## config.mk

```make
export PLATFORM = sky130hd
export DESIGN_NAME = rn_isqrt
export DESIGN_NICKNAME = d
export VERILOG_FILES = /design/src/rtl/rn_pkg.sv /design/src/rtl/rn_isqrt.sv
export SDC_FILE = /design/constraint.sdc
export NUM_CORES = 1
export LEC_CHECK = 0
export ABC_AREA = 1
export BUFFER_PORTS_ARGS = -buffer_cell sky130_fd_sc_hd__buf_2
export CORE_MARGIN = 3
export CORE_UTILIZATION = 30
export CTS_CLUSTER_DIAMETER = 100
export DETAILED_ROUTE_END_ITERATION = 6
export GPL_TIMING_DRIVEN = 0
export PLACE_DENSITY = 0.55
export SYNTH_ARGS = -nofsm -noshare
export SYNTH_HDL_FRONTEND = slang
export SYNTH_SLANG_ARGS = --single-unit
```

## constraint.sdc

```tcl
create_clock -name clk -period 16.5 [get_ports clk]
set_clock_uncertainty 0.1 [all_clocks]
set_input_delay 1.65 -clock clk [delete_from_list [all_inputs] [get_ports clk]]
set_output_delay 1.65 -clock clk [all_outputs]
set_load 0.02 [all_outputs]
```

## src/rtl/rn_pkg.sv

```systemverilog
// Shared widths, codes and constants of the RMS normalizer.
package rn_pkg;

    localparam int SAMPLE_W = 16;
    localparam int VLEN_W   = 13;
    localparam int EPS_W    = 32;
    localparam int SUM_W    = 44;
    localparam int SQ_W     = 31;
    localparam int INV_W    = 32;
    localparam int IDX_W    = 12;
    localparam int INV_FRAC = 20;
    localparam int Q_FRAC   = 12;

    // Shared divider: dividend and quotient of 65 bits, divisor of 32 bits.
    localparam int DIV_DW = 65;
    localparam int DIV_SW = 32;

    // Square root operand width.
    localparam int ROOT_W = 64;

    localparam logic [VLEN_W-1:0]   VLEN_RESET = 13'd4096;
    localparam logic [EPS_W-1:0]    EPS_RESET  = 32'd1;
    localparam logic [SUM_W-1:0]    SUM_MAX    = '1;
    localparam logic [INV_W-1:0]    INV_MAX    = '1;
    localparam logic signed [SAMPLE_W-1:0] RES_MAX = 16'sh7FFF;
    localparam logic signed [SAMPLE_W-1:0] RES_MIN = 16'sh8000;

    localparam logic CMD_LOAD     = 1'b0;
    localparam logic CMD_DRAIN    = 1'b1;
    localparam logic STATUS_OK    = 1'b0;
    localparam logic STATUS_EARLY = 1'b1;
    localparam logic REG_VLEN     = 1'b0;
    localparam logic REG_EPS      = 1'b1;

endpackage

```

## src/rtl/rn_isqrt.sv

```systemverilog
// Integer square root, two operand bits per cycle.
module rn_isqrt (
    input  logic                       clk,
    input  logic                       rst_n,
    input  logic                       start,
    input  logic [rn_pkg::ROOT_W-1:0]  operand,
    output logic                       done,
    output logic [rn_pkg::INV_W-1:0]   root
);
    import rn_pkg::*;

    localparam int STEPS = ROOT_W / 2;
    localparam int CNT_W = $clog2(STEPS);

    logic              active_reg;
    logic              done_reg;
    logic [CNT_W-1:0]  count_reg;
    logic [ROOT_W-1:0] v_reg;
    logic [ROOT_W-1:0] res_reg;
    logic [ROOT_W-1:0] bit_reg;

    logic [ROOT_W-1:0] trial;
    logic              ge;

    assign trial = res_reg + bit_reg;
    assign ge    = v_reg >= trial;

    always_ff @(posedge clk or negedge rst_n)
    begin
        if (!rst_n)
        begin
            active_reg <= 1'b0;
            done_reg   <= 1'b0;
            count_reg  <= '0;
        end
        else
        begin
            done_reg <= 1'b0;
            if (start)
            begin
                active_reg <= 1'b1;
                count_reg  <= '0;
            end
            else if (active_reg)
            begin
                if (count_reg == CNT_W'(STEPS - 1))
                begin
                    active_reg <= 1'b0;
                    done_reg   <= 1'b1;
                end
                count_reg <= count_reg + 1'b1;
            end
        end
    end

    always_ff @(posedge clk)
    begin
        if (start)
        begin
            v_reg   <= operand;
            res_reg <= '0;
            bit_reg <= {2'b01, {(ROOT_W - 2){1'b0}}};
        end
        else if (active_reg)
        begin
            if (ge)
            begin
                v_reg   <= v_reg - trial;
                res_reg <= (res_reg >> 1) + bit_reg;
            end
            else
            begin
                res_reg <= res_reg >> 1;
            end
            bit_reg <= bit_reg >> 2;
        end
    end

    assign done = done_reg;
    assign root = res_reg[INV_W-1:0];

endmodule
```

Word level (Yosys, flattened, before mapping) --
Cells that the tools add are included.
Storage, ports and cells: register bits after elaboration 167, latch bits 0, memory bits (writable) 0, memory bits (read-only) 0, input bits 67, logic and storage cells 27, memories kept 0
Cells by class: add/sub/neg operators 4, $mul 0, divide/modulo/power cells 0, order comparisons 1, equal/unequal tests 1, shifts and indexed selects 0, mux-type cells 12, bitwise operators 0, reduce and logical (&&, ||, !) cells 3
Operator list (number):
- two-way mux 64 bit | 4
- adder 63 x 63 -> 64 bit | 1
- adder 64 x 63 -> 64 bit | 1
- >= comparator 64 bit | 1
- subtractor 64 bit | 1
- two-way mux 5 bit | 2
- two-way mux 1 bit | 6
- adder 5 x 1 -> 5 bit, second input constant | 1
- equality test 5 bit, second input constant | 1
- nonzero test 2 bit | 2
- AND reduction 2 bit | 1

Depth between registers and ports, before layout --
Gate-level depths: netlist of run 1.
depth after elaboration 5, gate-level depth with buffers 32, gate-level depth less buffers 30

Least setup slack after synthesis of run 1 --
No wires, ideal clock.
kind flip-flop to flip-flop, start point register res_reg[22], end point register v_reg[0], enable pin, library setup time 0.524 ns, arrival 6.621 ns, required time 15.876 ns, setup slack 9.255 ns, stages on the path, launching flop included 19, path buffers 1, period minus slack after synthesis 7.245 ns, cell sequence dfxtp_1 > ha_1 > nand2_1 > o21ai_0 > nand2_1 > o21ai_0 > a21oi_1 > o21ai_0 > nand3_1 > nand2_1 > xnor2_1 > ha_1 > nand2_1 > nor3_1 > nand2_1 > nor2_1 > a21oi_4 > clkbuf_1 > a31oi_1
On the way: longest elaborated chain between the ends 4
Ends and longest elaborated chain:
- from (decl) | RTL line rn_isqrt.sv:19 | logic [ROOT_W-1:0] res_reg;
- from (signal assigned) | RTL line rn_isqrt.sv:69 | res_reg <= (res_reg >> 1) + bit_reg;
- from (signal assigned) | RTL line rn_isqrt.sv:73 | res_reg <= res_reg >> 1;
- adder 64 x 63 -> 64 bit | RTL line rn_isqrt.sv:25 | assign trial = res_reg + bit_reg;
- >= comparator 64 bit | RTL line rn_isqrt.sv:26 | assign ge = v_reg >= trial;
- nonzero test 2 bit (no source line)
- AND reduction 2 bit (no source line)
- to (signal assigned) | RTL line rn_isqrt.sv:60 | v_reg <= operand;
- to (signal assigned) | RTL line rn_isqrt.sv:68 | v_reg <= v_reg - trial;
- to (decl) | RTL line rn_isqrt.sv:18 | logic [ROOT_W-1:0] v_reg;
No other way between the ends. A chain may end at the register's enable or synchronous reset.

Final worst setup path of run 1 --
start point register res_reg[22], end point register v_reg[2], enable pin
The elaborated chain is that of the path after synthesis.

==> impl_metrics.yaml, run 1 <==
run_status:
  status: "completed"
final_layout:
  final_nets: 3742
  n_antenna_cell: 0
  layout_commonest_cell: "nand2_1"
  drive_above_1_share_pct: 6.27
  final_cell_mix: "nand2_1 (1118), inv_1 (517), nor2_1 (386), nand3_1 (322), a21oi_1 (181)"
  area_delta_synth_final_pct: 11.1
  stdcell_count: 4401
drt:
  via_count: 21900
  wl_per_cell_microns: 18.9
  drc: 0
  drt_iter0_markers: 1635
  routed_wl_microns: 83000
  ant_nets: 0
  firstDrtPassIters: 6
  via_per_inst: 4.98
clocking:
  path_clk_slew_ns: 0.07
  htree_levels: 4
  cts.sinks: 167
  cts_resized: 0
  clockBufferDepth: 2
  root_buffer: "clkbuf_16"
  insertion_delay_ns: 0.48
  hold_buffers: 0
  cts_buffers: 17
  cts_tree: "built"
  cts_setup_buffers: 0
yosys:
  synth_edf_count: 64
  yosys.area.top_type: "nand2_1"
  async_flop_share_pct: 4.19
  synth-main-ff-cell: "dfxtp_1"
  avgSynthCellArea_sq_um: 5.71
  seq_area_frac_synth_pct: 20.5
  synth_top_area_share_pct: 21.5
  yosysWarnings: 0
  synth.cell_area_sq_um: 19600
  ys_types: 49
  synth.area.top_cells: "nand2_1 (21%), inv_1 (9.9%), dfxtp_1 (9.8%), edfxtp_1 (9.8%), ha_1 (8.4%)"
  netlist_instances: 3423
  synth_nets: 3623
  ys_ff_latch: 167
worst_setup_path:
  cp_data_arrival_time_ns: 6.22
  path_max_fanout: 22
  cp.required_ns: 16.58
  worstSetupPathType: "flop to flop"
  crit_path_end_kind: "flop"
  startpoint_type: "flop"
place:
  place_congestion: 0.921
  hpwl_microns: 71400
  port-buffer-count: 98
  dp.cells: 4369
sta:
  setup_tns_ns: 0
  max-slew-margin-rel_pct: 22.7
  drv_slew: 0
  fin_crit_ns: 6.14
  rsz0062_at_grt: "false"
  setup_violations: 0
  timing.final.crit_share_pct: 37.2
  worst_pin_slew_ns: 1.16
  fmax_ghz: 0.163
  hold_viol: 0
floorplanning:
  die_y_microns: 261
  num_io_pins: 100
  core_sq_um: 63800
  rows: 92
  start_util_pct: 30.7
  fp.dieW_microns: 261
  die_area_sq_um: 68300
global_routing:
  overflow: 0
  grt_pass1_wl_microns: 123000
  grt_max_degree: 28
  gr-usage-all-layers_pct: 24.0
  antenna_found_initial: 1
  grt_pass1_vias: 21100
pwr:
  vdd_drop_max_v: 0.0000883
  p_leak_nw: 9.85
  p_per_area_nw_per_um2: 158
flow_run:
  maxCapViolations: 0
worst_hold_path:
  hold_path.class: "flop to flop"
-- power by group --
group	leakage (nW)	internal, W	switching, W
sequential	1.54	0.000601	0.000143
combinational	8.03	0.000774	0.00151
clock	0.276	0.000211	0.000205
-- cells in the mapped netlist (2+ instances only) --
library cell	count
o21ai_0	169
a21o_1	12
dfrtp_1	7
dfxtp_1	96
a21oi_1	181
nor4_1	8
nor2_2	4
buf_1	2
o211ai_1	5
nand3b_1	22
a31oi_1	8
or2_2	20
nand2_4	2
a21boi_0	4
o2111ai_1	2
ha_1	132
clkbuf_1	34
xor2_1	38
o21bai_1	27
inv_2	10
buf_2	8
o21ai_1	19
buf_4	32
nor2_1	386
nand2_2	2
buf_6	6
nand2_1	1118
xnor2_1	44
o21a_1	6
o22ai_1	31
edfxtp_1	64
inv_1	517
a21oi_2	2
nand3_1	322
nand4_1	26
nor3_1	44
-- per-layer routing --
layer	wire, microns	vias up	GRT usage (%)
li1	-	11200	-
met3	3640	121	1.65
met4	3190	0	9.44
met1	38200	9969	32.2
met5	0	-	0
met2	38000	625	40.3
-- path summary, 6_finish.rpt --
kind,startpoint,endpoint,slack (ns),depth (start not counted)
worst max-delay path,res_reg[22],v_reg[2],10.36,19
worst min-delay path,res_reg[0],res_reg[0],0.42,2
worst max register to register,res_reg[22],v_reg[2],10.36,19
worst min register to register,res_reg[0],res_reg[0],0.42,2
max in group asynchronous,rst_n,count_reg[3],15.26,1
min in group asynchronous,rst_n,count_reg[2],0.89,1
-- logic make-up after synthesis --
kind of cell	synth area share, %
XOR/XNOR	3.67
buffers and inverters	12.8
flip-flops	20.5
AO/OA/AOI/OAI	13.2
AND/OR/NAND/NOR	41.3
adder cells (fa/ha/maj)	8.55
-- final cells by class --
type	count	area, sq um
Buffer	84	518
Clock buffer	20	468
Clock inverter	12	105
Fill cell	7353	42000
Inverter	528	1980
Multi-Input combinational cell	2644	13100
Sequential cell	167	4020
Tap cell	846	1060
Timing Repair Buffer	100	531
-- critical path, stage by stage (launching register included) --
cell and delay, ns:
dfxtp_1 0.61, ha_1 0.34, nand2_1 0.12, o21ai_0 0.43, nand2_1 0.15, o21ai_0 0.45
a21oi_1 0.07, o21ai_0 0.31, xnor2_1 0.26, ha_1 0.41, nand2_1 0.10, nor2_1 0.20
nand2_1 0.17, nor2_1 0.20, nand4_1 0.19, nand3_2 0.19, nand2_4 0.16, clkbuf_1 0.31
a31oi_4 0.74, buf_12 0.27
-- stage by stage --
stage               area, sq um  hold slack (ns)  setup slack [ns]  util, %  total power (W)
floorplan                 19600            0.357              9.26        -          0.00230
global placement          21100            0.393              5.57     33.1          0.00300
detailed placement        21200            0.404             10.53     33.2          0.00300
CTS                       21700            0.416             10.50     34.1          0.00342
global route              21700            0.447              10.0     34.1          0.00374
finish                    21700            0.419             10.36     34.1          0.00345
(Power assumes the default switching activity.)
==> inputs of run 2 (changes only) <==
clock period = 6.05 ns   (was 16.5 ns; I/O delays follow)
==> run 2 against run 1 <==
  * Final area is 0.37% higher
  * Critical path depth grew 3
  * Combinational power increased to 2.8 times the previous value
  * Core utilization grew 0.13 points
  * Via count is 0.80% higher
  * Largest power group unchanged
==> impl_metrics.yaml, run 2 (same netlist as run 1, synthesis figures left out) <==
run_status:
  status: "completed"
global_routing:
  grt_max_degree: 28
  overflow: 0
  grt_pass1_vias: 21300
  gr-usage-all-layers_pct: 24.0
  antenna_found_initial: 1
  grt_pass1_wl_microns: 123000
final_layout:
  design_area_sq_um: 21800
  fill_cells: 7380
  final_core_util_pct: 34.2
  area_delta_synth_final_pct: 11.5
  final_cell_mix: "nand2_1 (1118), inv_1 (517), nor2_1 (386), nand3_1 (322), a21oi_1 (181)"
  final_nets: 3744
  layout_commonest_cell: "nand2_1"
  drive_above_1_share_pct: 6.30
floorplanning:
  core_sq_um: 63800
  die_y_microns: 261
  num_io_pins: 100
  rows: 92
  start_util_pct: 30.7
  fp.dieW_microns: 261
  die_area_sq_um: 68300
drt:
  via_count: 22100
  routed_wl_microns: 82800
  drt_iter0_markers: 1681
  via_per_inst: 5.02
  firstDrtPassIters: 6
  ant_nets: 0
  drc: 0
  wl_per_cell_microns: 18.8
clocking:
  cts_tree: "built"
  htree_levels: 4
  path_clk_slew_ns: 0.08
  root_buffer: "clkbuf_16"
  clockBufferDepth: 2
  cts_buffers: 17
  insertion_delay_ns: 0.48
  cts.sinks: 167
  cts_setup_buffers: 0
sta:
  fin_ws_ns: 0.355
  timing.final.crit_share_pct: 94.1
  drv_slew: 0
  fin_crit_ns: 5.70
  hold_viol: 0
  setup_violations: 0
  max-slew-margin-rel_pct: 4.71
  fmax_ghz: 0.176
  worst_pin_slew_ns: 1.41
  rsz0062_at_grt: "false"
place:
  place_congestion: 1.01
  port-buffer-count: 98
  post-place-ws_ns: 0.409
  hpwl_microns: 70900
  place_area_sq_um: 21200
worst_setup_path:
  worstSetupPathType: "flop to flop"
  rrSetupSlack_ns: 0.35
  crit_path_end_kind: "flop"
  rr_endpoint: "v_reg[60]"
  ff2ff_path_depth: 22
  worstSetupStartpoint: "res_reg[10]"
  cp.required_ns: 6.17
  startpoint_type: "flop"
  cp_data_arrival_time_ns: 5.82
  path_max_fanout: 9
  reg2reg_from: "res_reg[10]"
worst_hold_path:
  holdPathEnd: "v_reg[26]"
  hold_path.class: "input port to flop"
  hold_path.startpoint: "operand[26]"
  holdPathStages: 3
pwr:
  p_leak_nw: 9.89
  p_per_area_nw_per_um2: 437
  vdd_drop_max_v: 0.000231
flow_run:
  maxCapViolations: 0
==> run 2: metal layers <==
metal | share of wire (%) | vias up | global-route usage [%]
met5 | 0 | - | 0
met4 | 3.7 | 0 | 9.07
met3 | 5.0 | 130 | 1.62
met2 | 46 | 674 | 40.1
met1 | 46 | 10100 | 32.3
li1 | - | 11200 | -
==> run 2: per-stage QoR <==
| stage | TNS, ns | total power (W) | instances | hold WS, ns |
|---|---|---|---|---|
| final | 0 | 0.00953 | 4404 | 0.291 |
| after global routing | 0 | 0.0103 | 4403 | 0.305 |
| after CTS | 0 | 0.00945 | 4403 | 0.272 |
| after detailed placement | 0 | 0.00823 | 4370 | 0.351 |
| after global placement | -148.12 | 0.00818 | 4367 | 0.351 |
| after floorplan | 0 | 0.00626 | 3423 | 0.209 |
==> run 2: worst max-delay path by stage <==
stage                end
6_report       v_reg[60]
5_1_grt        v_reg[11]
4_1_cts        v_reg[16]
3_5_place_dp   v_reg[15]
3_3_place_gp   v_reg[11]
2_1_floorplan   v_reg[0]
==> run 2: cell type report <==
class | instances | area (sq um) | area share (%)
timing repair buffer | 102 | 568 | 2.60
inverter | 528 | 1980 | 9.08
clock buffer | 23 | 510 | 2.34
sequential | 167 | 4020 | 18.4
tap | 846 | 1060 | 4.85
clock inverter | 9 | 101 | 0.465
buffer | 84 | 519 | 2.38
multi-input combinational | 2644 | 13100 | 59.8
antenna | 1 | 2.50 | 0.0115
==> run 2: critical path, cell delays in order, from the launching register on <==
cell and delay [ns]:
dfxtp_1 0.59, ha_1 0.29, nand2_1 0.11, o21ai_1 0.27, nor2_1 0.08, nand2_1 0.06
o21ai_0 0.15, o21ai_1 0.38, nand2_1 0.12, nand2_1 0.18, xor2_1 0.45, ha_1 0.27
nand2_1 0.11, nor2_1 0.25, nand2_1 0.11, inv_1 0.09, nand2_1 0.05, o21ai_0 1.09
nand3_1 0.36, nand2_1 0.15, nand2_1 0.05, nand3_1 0.06, nand2_1 0.06
==> run 2: timing repair <==
item | CTS | global route
hold endpoints to repair | 7 | 0
hold buffers | 1 | 0
setup endpoints to repair | 0 | 47
gates resized for setup | 0 | 3
==> run 2: power breakdown <==
group	total (W)	switching, W	internal, W
logic	0.00632	0.00419	0.00213
clock network	0.00119	0.000541	0.000648
registers	0.00202	0.000385	0.00164
