==> config.mk <==
export PLATFORM = sky130hd
export DESIGN_NAME = rn_div
export DESIGN_NICKNAME = d
export VERILOG_FILES = /design/src/rtl/rn_pkg.sv /design/src/rtl/rn_div.sv
export SDC_FILE = /design/constraint.sdc
export NUM_CORES = 1
export LEC_CHECK = 0
export BUFFER_PORTS_ARGS = -buffer_cell sky130_fd_sc_hd__buf_2
export CAP_MARGIN = 20
export CORE_UTILIZATION = 30
export CTS_CLUSTER_DIAMETER = 80
export DETAILED_ROUTE_END_ITERATION = 7
export PLACE_DENSITY = 0.49
export SYNTH_ARGS = -nofsm -noshare
export SYNTH_HDL_FRONTEND = slang
export SYNTH_SLANG_ARGS = --single-unit
==> constraint.sdc <==
create_clock -name clk -period 6.9 [get_ports clk]
set_clock_uncertainty 0.05 [all_clocks]
set_input_delay 1.725 -clock clk [delete_from_list [all_inputs] [get_ports clk]]
set_output_delay 1.725 -clock clk [all_outputs]
set_load 0.05 [all_outputs]
==> src/rtl/rn_pkg.sv <==
// Shared widths, codes and constants of the RMS normalizer.
package rn_pkg;

    localparam int SAMPLE_W = 16;
    localparam int VLEN_W   = 13;
    localparam int EPS_W    = 32;
    localparam int SUM_W    = 44;
    localparam int SQ_W     = 31;
    localparam int INV_W    = 32;
    localparam int IDX_W    = 12;
    localparam int INV_FRAC = 20;
    localparam int Q_FRAC   = 12;

    // Shared divider: dividend and quotient of 65 bits, divisor of 32 bits.
    localparam int DIV_DW = 65;
    localparam int DIV_SW = 32;

    // Square root operand width.
    localparam int ROOT_W = 64;

    localparam logic [VLEN_W-1:0]   VLEN_RESET = 13'd4096;
    localparam logic [EPS_W-1:0]    EPS_RESET  = 32'd1;
    localparam logic [SUM_W-1:0]    SUM_MAX    = '1;
    localparam logic [INV_W-1:0]    INV_MAX    = '1;
    localparam logic signed [SAMPLE_W-1:0] RES_MAX = 16'sh7FFF;
    localparam logic signed [SAMPLE_W-1:0] RES_MIN = 16'sh8000;

    localparam logic CMD_LOAD     = 1'b0;
    localparam logic CMD_DRAIN    = 1'b1;
    localparam logic STATUS_OK    = 1'b0;
    localparam logic STATUS_EARLY = 1'b1;
    localparam logic REG_VLEN     = 1'b0;
    localparam logic REG_EPS      = 1'b1;

endpackage

==> src/rtl/rn_div.sv <==
// Bit-serial restoring divider, one quotient bit per cycle.
module rn_div (
    input  logic                        clk,
    input  logic                        rst_n,
    input  logic                        start,
    input  logic [rn_pkg::DIV_DW-1:0]   dividend,
    input  logic [rn_pkg::DIV_SW-1:0]   divisor,
    output logic                        done,
    output logic [rn_pkg::DIV_DW-1:0]   quotient
);
    import rn_pkg::*;

    localparam int CNT_W = $clog2(DIV_DW + 1);

    logic              active_reg;
    logic              done_reg;
    logic [CNT_W-1:0]  count_reg;
    logic [DIV_SW-1:0] rem_reg;
    logic [DIV_DW-1:0] quot_reg;
    logic [DIV_SW-1:0] divisor_reg;

    logic [DIV_SW:0] trial;
    logic [DIV_SW:0] diff;
    logic            fits;

    // The quotient register shifts the dividend out at the top and the
    // quotient bits in at the bottom.
    assign trial = {rem_reg, quot_reg[DIV_DW-1]};
    assign fits  = trial >= {1'b0, divisor_reg};
    assign diff  = trial - {1'b0, divisor_reg};

    always_ff @(posedge clk or negedge rst_n)
    begin
        if (!rst_n)
        begin
            active_reg <= 1'b0;
            done_reg   <= 1'b0;
            count_reg  <= '0;
        end
        else
        begin
            done_reg <= 1'b0;
            if (start)
            begin
                active_reg <= 1'b1;
                count_reg  <= '0;
            end
            else if (active_reg)
            begin
                if (count_reg == CNT_W'(DIV_DW - 1))
                begin
                    active_reg <= 1'b0;
                    done_reg   <= 1'b1;
                end
                count_reg <= count_reg + 1'b1;
            end
        end
    end

    always_ff @(posedge clk)
    begin
        if (start)
        begin
            rem_reg     <= '0;
            quot_reg    <= dividend;
            divisor_reg <= divisor;
        end
        else if (active_reg)
        begin
            rem_reg  <= fits ? diff[DIV_SW-1:0] : trial[DIV_SW-1:0];
            quot_reg <= {quot_reg[DIV_DW-2:0], fits};
        end
    end

    assign done     = done_reg;
    assign quotient = quot_reg;

endmodule

Word-level counts from Yosys, hierarchy flattened
Cells that the tools add are included.

cells by class
  add/sub/neg operators = 2
  order comparisons = 1
  eq/ne operators = 1
  muxes and demuxes = 11
  reduce and logical (&&, ||, !) cells = 1

operators with widths
  kind                                          number
  two-way mux 65 bit                            2
  >= comparator 33 x 32 -> 1 bit                1
  two-way mux 32 bit                            1
  subtractor 32 bit                             1
  two-way mux 7 bit                             2
  adder 7 x 1 -> 7 bit (second input constant)  1
  == test 7 bit (second input constant)         1
  two-way mux 1 bit                             6
  nonzero test 2 bit                            1

storage, ports and cells
  bits in registers = 138
  bits of input ports = 100
  output and inout bits = 66
  logic and storage cells = 22

Depth between registers and ports, before layout
Gate-level depths: netlist (run 1).

  depth in word-level cells = 4
  mapped depth = 14
  depth with buffers taken out = 12

Worst setup path after synthesis (run 1)
No wires, ideal clock.

  path type = input -> register
  from = input start
  to = register quot_reg[0] (netlist: quotient[0]) (enable)
  setup time = 419 ps
  arrival = 3306 ps
  path slack = 3125 ps
  cell stages on the path = 3
  path buffers = 1
  cells stage by stage = clkbuf_1 > nor2_1 > inv_1

between the ends
  cells in the longest elaborated chain, start to end = 1

ends and longest elaborated chain
  item                                 line          source
  from (decl)                          rn_div.sv:5   input logic start,
  nonzero test 2 bit (no source line)  -
  to (signal assigned)                 rn_div.sv:65  quot_reg <= dividend;
  to (signal assigned)                 rn_div.sv:71  quot_reg <= {quot_reg[DIV_DW-2:0], fits};
  to (decl)                            rn_div.sv:19  logic [DIV_DW-1:0] quot_reg;

No other way between the ends.
A chain may end at the register's enable or synchronous reset.

Worst setup path after layout (run 1)
  from = register divisor_reg[27]
  to = register rem_reg[19]

between the ends
  cells in the longest elaborated chain, start to end = 2

ends and longest elaborated chain
  item                            line          source
  from (decl)                     rn_div.sv:20  logic [DIV_SW-1:0] divisor_reg;
  from (signal assigned)          rn_div.sv:66  divisor_reg <= divisor;
  >= comparator 33 x 32 -> 1 bit  rn_div.sv:29  assign fits = trial >= {1'b0, divisor_reg};
  two-way mux 32 bit              rn_div.sv:70  rem_reg <= fits ? diff[DIV_SW-1:0] : trial[DIV_SW-1:0];
  to (signal assigned)            rn_div.sv:70
  to (decl)                       rn_div.sv:18  logic [DIV_SW-1:0] rem_reg;

No other way between the ends.

==> results.md, run 1 <==
- TritonCTS Sinks: 138
- Status: complete, no violations
- Register bit count reported by yosys: 138
- Fillcell total: 2520
- Total grt overflow: 0
- Worst path cell trace: inv_1, ha_1, and4_1, nand4_1, nor4_1, nand4_1, a21oi_1, a2111o_2, clkinv_2, a32o_1, o21bai_1
- Syn Nets: 782
- Cell Area, Synth: 0.00740 mm2
- Clk_lat worst skew: 430 ps
- Leakage: 3.78 nW
- Final HPWL DP: 12.7 mm
- Die ar.: 0.0253 mm2
- Slew margin rel.: 0.379
- Routability congestion estimate: 0.764
- WHS Path Cells: 2
- Ant. Diodes: 0
- Most frequent CP cell: nand4_1
- Max_cap viols: 0
- HP Class: flop to flop
- VDD IR max: 0.150 mV
- R2R setup slack: 3190 ps
- Net switching power: 1.30 mW
- Critical Path Sink Type: flop
- First-pass DRT Iterations: 6
- Synth warn: 0
- Busiest layer in global routing: met2
- GR Layer Usage met3: 0.0550
- Final Cycle Share: 0.537
- Final setup fails: 0
- Number of setup buffers added after CTS: 0
- Setup Total Neg Slack: 0 ps
- Vias per Instance: 4.77
- Slowest CP cell: a2111o_2
- Worst EP arrival: 3970 ps
- Gr usage total: 0.147
- Crit path max fanout: 39
- Share of power burned in the clock network: 0.259
- Part of the power in registers: 0.343
- # H-tree levels: 4
- Vias in the first global route: 5505
- Util after Layout: 0.373
- Core Rows: 57
- DRC viols: 0
- R2R cell count: 11
- Routed Antenna Nets: 0
- Clk slew on worst S/H paths: 60 ps
- Mean Syn Cell Area: 11.4 um2
- Vias: 5437
- Met2 Resource Use GR: 0.226
- Max incr delay on CP: 680 ps
- CTS tree: built
- NumNets Final: 939
- Largest net degree at the start of global routing: 73
- Synth-to-Final Area Change: 22.3%
- Worst Path Required: 7160 ps
- Share of layout cells above drive strength 1: 0.371
- Internal cell power: 2.01 mW
- Core area: 0.0242 mm2
- CTS hold repair buffers: 0
- Unrepaired setup endpoints after global routing: false
- R2R Path End: rem_reg[19]$_SDFFE_PP0P_
- Met1 Track Usage GR: 0.190
- Port Buffer Count: 165
- Die X: 159 um
- CTS Root Cell: clkbuf_16
- Power Dens Cells: 365 mW/mm2
- DRT Wirelength: 18.0 mm
- TritonCTS Buffers: 17
- Max FFs per register: 65
- Cts repair resizes: 0
- Starting DRT DRC Count: 224
- Hold Crit Start: rem_reg[22]$_SDFFE_PP0P_
- Worst-Margin Slew: 932 ps
- Share of synthesized registers carrying an async set or reset: 0.0652
- Crit-path leading delay family: compound AO/OA/AOI/OAI gates
- Final number of hold-violating endpoints: 0
- First-pass GRT wire length: 29.3 mm
- Synth Instances: 647
- I/O Pins: 166
- Worst setup SP type: flop
- Initial antenna violation count: 2
- Switching portion of total power: 0.393
- RR Startpoint: divisor_reg[27]$_DFFE_PP_
- Fin crit period: 3710 ps
- Post-synth EDFFs: 97
- Initial core utilization: 0.305
- Kind of critical path: flop to flop
- Die Y: 159 um
- Part of the power in combinational logic: 0.398
- CTS Buffer Depth: 2
- Seq/Total Area, Yosys: 0.510
- Ys flop type: edfxtp_1
- Hold endpoint: rem_reg[22]$_SDFFE_PP0P_
- Stages on the worst setup path: 11
- Fmax: 0.270 GHz
- Avg WL per Cell: 15.8 um
- Synth cell types: 65
- Buffers plus inverters on the worst setup path: 2
- Fin. max-slew vios: 0
## power groups by stage
stage	clock, mW	sequential (mW)	combinational, mW
finish	0.856	1.13	1.31
global route	0.915	1.15	1.45
floorplan	0	1.28	0.929
detailed placement	0	1.15	1.32
global placement	0	1.15	1.32
CTS	0.882	1.13	1.32
## cell usage in the layout, fill, tap and decap left out, types with 3 or more instances in the layout
| cell | instances |
|---|---|
| ha_1 | 34 |
| edfxtp_1 | 97 |
| a21o_1 | 12 |
| o21ai_1 | 13 |
| and3_1 | 3 |
| xor2_1 | 9 |
| nand3_1 | 7 |
| a21oi_2 | 5 |
| nor3b_1 | 3 |
| xnor2_1 | 19 |
| dfrtp_1 | 8 |
| a21oi_1 | 33 |
| a311oi_1 | 5 |
| mux2_2 | 66 |
| o21ai_0 | 13 |
| clkinv_4 | 3 |
| o21ai_2 | 4 |
| clkbuf_16 | 17 |
| or3_1 | 3 |
| o211ai_1 | 3 |
| nor3_2 | 4 |
| inv_1 | 40 |
| a311oi_2 | 14 |
| clkinv_1 | 3 |
| buf_4 | 4 |
| buf_2 | 164 |
| o21bai_1 | 7 |
| inv_6 | 5 |
| o21a_1 | 3 |
| nor2_1 | 42 |
| a32o_1 | 3 |
| nand2b_1 | 7 |
| nand4_1 | 11 |
| nand2_1 | 69 |
| clkinvlp_4 | 3 |
| nor4_1 | 5 |
| dfxtp_1 | 32 |
## worst min-delay path: cells and delay by family (launching register included)
family	cells	cell delay [ps]
compound gates	1	50
flops	1	330
simple gates	1	60
## area by class of cell
type,instances,area (um2),share of cell area
Sequential cell,138,3780,0.418
Multi-Input combinational cell,436,3310,0.365
Timing Repair Buffer,169,862,0.0952
Clock buffer,17,425,0.0470
Tap cell,324,405,0.0448
Inverter,42,159,0.0176
Clock inverter,15,115,0.0127
## cells in the mapped netlist, types with 4 or more instances
library cell  number  area share
buf_2              5      0.0034
xor2_1             9       0.011
nand2b_1           7      0.0059
a311oi_2          14       0.028
dfrtp_1            9       0.030
a21oi_2            5      0.0059
xnor2_1           19       0.022
nand2_1           69       0.035
o21bai_1           7      0.0071
nor2_1            42       0.021
dfxtp_1           32       0.087
edfxtp_1          97        0.39
mux2_2            66        0.10
buf_6              5      0.0076
nand3_1            7      0.0047
a21oi_1           33       0.022
a311oi_1           5      0.0059
nor4_1             5      0.0042
o21ai_1           13      0.0088
ha_1              34       0.057
a21o_1            12       0.012
o21ai_2            4      0.0047
nor3_2             4      0.0054
inv_1             41       0.021
o21ai_0           13      0.0088
nand4_1           11      0.0093
clkbuf_1          17      0.0086
## worst max path at each step
| stage | startpoint | to | slack (ps) |
|---|---|---|---|
| floorplan | start | quotient[0]$_DFFE_PP_ | 3130 |
| global placement | start | quotient[58]$_DFFE_PP_ | 2990 |
| detailed placement | start | quotient[59]$_DFFE_PP_ | 2980 |
| CTS | divisor_reg[27]$_DFFE_PP_ | rem_reg[19]$_SDFFE_PP0P_ | 3220 |
| global route | divisor_reg[27]$_DFFE_PP_ | rem_reg[19]$_SDFFE_PP0P_ | 2850 |
| finish | divisor_reg[27]$_DFFE_PP_ | rem_reg[19]$_SDFFE_PP0P_ | 3190 |
## routing by layer
metal	vias up	wire length, um
met4	4	250
met2	149	7980
met3	21	1350
met5	-	31
li1	2696	-
met1	2567	8380
## through the flow
stage                     hold WS [ps]  instances  setup WS, ps  power [mW]  area [um2]
final                              431       1141          3190        3.30        9050
after global routing               459       1141          2850        3.52        9050
after CTS                          431       1141          3220        3.34        9050
after detailed placement           419       1109          2980        2.46        8510
after global placement             417       1109          2990        2.48        8510
after floorplan                    394        647          3130        2.21        7400
## cell families after synthesis
group | after synthesis | share of synthesized area
XOR/XNOR | 28 | 0.0331
AO/OA/AOI/OAI | 136 | 0.140
multiplexers | 69 | 0.105
AND/OR/NAND/NOR | 168 | 0.108
buffers and inverters | 73 | 0.0433
flip-flops | 138 | 0.510
adder cells (fa/ha/maj) | 35 | 0.0602
Note: power is estimated with default switching activity, not from simulation.
==> run 2: changes to the inputs <==
clock period = 3.7 ns   (was 6.9 ns; I/O delays follow)
==> results.md, run 2 (synthesized netlist as in run 1, its figures left out) <==
- Status: complete, no violations
- Final number of hold-violating endpoints: 0 (unchanged)
- Clk_lat worst skew: 430 ps (about the same)
- DRT Wirelength: 17.9 mm (-0.70%)
- Largest net degree at the start of global routing: 90 (+23%)
- Port Buffer Count: 165 (unchanged)
- Commonest cells after routing, fill and taps aside: 164 x buf_2, 97 x edfxtp_1, 69 x nand2_1
- CTS hold repair buffers: 0 (unchanged)
- Initial core utilization: 0.305 (unchanged)
- Placed cell count: 1111 (+0.18%)
- Vias in the first global route: 5617 (+2.0%)
- Slew margin rel.: 0.419 (+0.0405)
- I/O Pins: 166 (unchanged)
- Clk slew on worst S/H paths: 70 ps (about the same)
- Worst-Margin Slew: 871 ps (-60.7 ps)
- Vias per Instance: 4.71 (-1.2%)
- Final Cycle Share: 0.835 (+0.298)
- Share of layout cells above drive strength 1: 0.375 (+0.00398)
- Vias: 5388 (-0.90%)
- Core Rows: 57 (unchanged)
- CTS Buffer Depth: 2 (unchanged)
- Final HPWL DP: 12.7 mm (-0.17%)
- Unrepaired setup endpoints after global routing: false
- Fmax: 0.324 GHz (+20%)
- Max_cap viols: 0 (unchanged)
- Kind of critical path: flop to flop
- Post-Layout Cell Count: 1144 (+0.26%)
- Power Dens Cells: 694 mW/mm2 (+90%)
- Routed Antenna Nets: 0 (unchanged)
- Crit path max fanout: 34 (-13%)
- Number of setup buffers added after CTS: 0 (unchanged)
- VDD IR max: 0.255 mV (+69%)
- CTS tree: built
- Final setup fails: 0 (unchanged)
- Avg WL per Cell: 15.6 um (-0.96%)
- First-pass GRT wire length: 29.3 mm (+0.19%)
- Commonest non-fill, non-tap cell in the layout: buf_2
- CTS Root Cell: clkbuf_16
- Leakage: 3.84 nW (+1.5%)
- Total power: 6.35 mW (+92%)
- Fin. max-slew vios: 0 (unchanged)
- Routability congestion estimate: 0.813 (+6.4%)
- Worst setup SP type: flop
- Worst Path Required: 4000 ps (-3160 ps)
- Setup Total Neg Slack: 0 ps (unchanged)
- First-pass DRT Iterations: 4 (-2)
- Die X: 159 um (unchanged)
- TritonCTS Buffers: 17 (unchanged)
- DRC viols: 0 (unchanged)
- # H-tree levels: 4 (unchanged)
- Initial antenna violation count: 1 (-1)
- Fin crit period: 3090 ps (-618 ps)
- Gr usage total: 0.146 (-0.000863)
- NumNets Final: 941 (+0.21%)
- Fillcell total: 2470 (-2.0%)
- Worst EP arrival: 3390 ps (-580 ps)
- Core area: 0.0242 mm2 (unchanged)
- Total grt overflow: 0 (unchanged)
- Starting DRT DRC Count: 211 (-5.8%)
- TritonCTS Sinks: 138 (unchanged)
- Die Y: 159 um (unchanged)
- HP Class: primary input to asynchronous set/reset pin
- Cts repair resizes: 0 (unchanged)
- Synth-to-Final Area Change: 23.5%
- Max FFs per register: 65 (unchanged)
- Critical Path Sink Type: flop
- Die ar.: 0.0253 mm2 (unchanged)
## run 2: final cells by class
type	count	area (um2)	share of cell area
multi-input cells	436	3310	0.361
diodes	1	2.50	0.000274
repair buffers	171	890	0.0973
inverters	42	159	0.0174
well taps	324	405	0.0443
flip-flops and latches	138	3780	0.413
clock inverters	15	180	0.0197
clock buffers	17	425	0.0465
## run 2: per-stage QoR
| stage | setup WS [ps] | cell area (um2) | util | hold slack (ps) |
|---|---|---|---|---|
| finish | 610 | 9150 | 0.377 | 296 |
| global route | 346 | 9150 | 0.377 | 292 |
| CTS | 598 | 9150 | 0.377 | 290 |
| detailed placement | 616 | 8540 | 0.352 | 415 |
| global placement | 659 | 8540 | 0.352 | 412 |
| floorplan | 637 | 7400 | - | 394 |
## run 2: power breakdown
group | leakage [nW] | switching [mW] | internal (mW) | total [mW]
Combinational | 2.16 | 1.51 | 0.946 | 2.45
Clock | 0.296 | 0.762 | 1.02 | 1.79
Sequential | 1.38 | 0.174 | 1.94 | 2.11
Total | 3.84 | 2.44 | 3.90 | 6.35
## run 2: metal layers
| layer | global-route usage | up-vias | routed length (um) |
|---|---|---|---|
| met1 | 0.184 | 2549 | 8150 |
| met3 | 0.0578 | 10 | 1300 |
| li1 | - | 2691 | - |
| met5 | 0 | - | 0 |
| met4 | 0.0380 | 0 | 155 |
| met2 | 0.233 | 138 | 8260 |
## run 2: worst max-delay path, cell delays in order (launching register included)
cell and delay [ps]:
edfxtp_1 420, inv_1 70, ha_1 230, nor2b_1 150
o2111ai_1 260, a21oi_2 120, o21ai_2 230, a21oi_2 120
a2111o_2 520, buf_4 290, mux2_4 350, a211oi_2 200
## run 2: final timing paths
path | startpoint | end | slack [ps] | depth (start not counted)
setup / recovery | divisor_reg[1]$_DFFE_PP_ | rem_reg[21]$_SDFFE_PP0P_ | 610 | 11
hold / removal | rst_n | count_reg[2]$_DFFE_PN0P_ | 300 | 1
min in group clk | rem_reg[22]$_SDFFE_PP0P_ | rem_reg[22]$_SDFFE_PP0P_ | 430 | 2
max in group asynchronous | rst_n | active_reg$_DFF_PN0_ | 3100 | 1
hold reg to reg | rem_reg[22]$_SDFFE_PP0P_ | rem_reg[22]$_SDFFE_PP0P_ | 430 | 2
setup reg to reg | divisor_reg[1]$_DFFE_PP_ | rem_reg[21]$_SDFFE_PP0P_ | 610 | 11
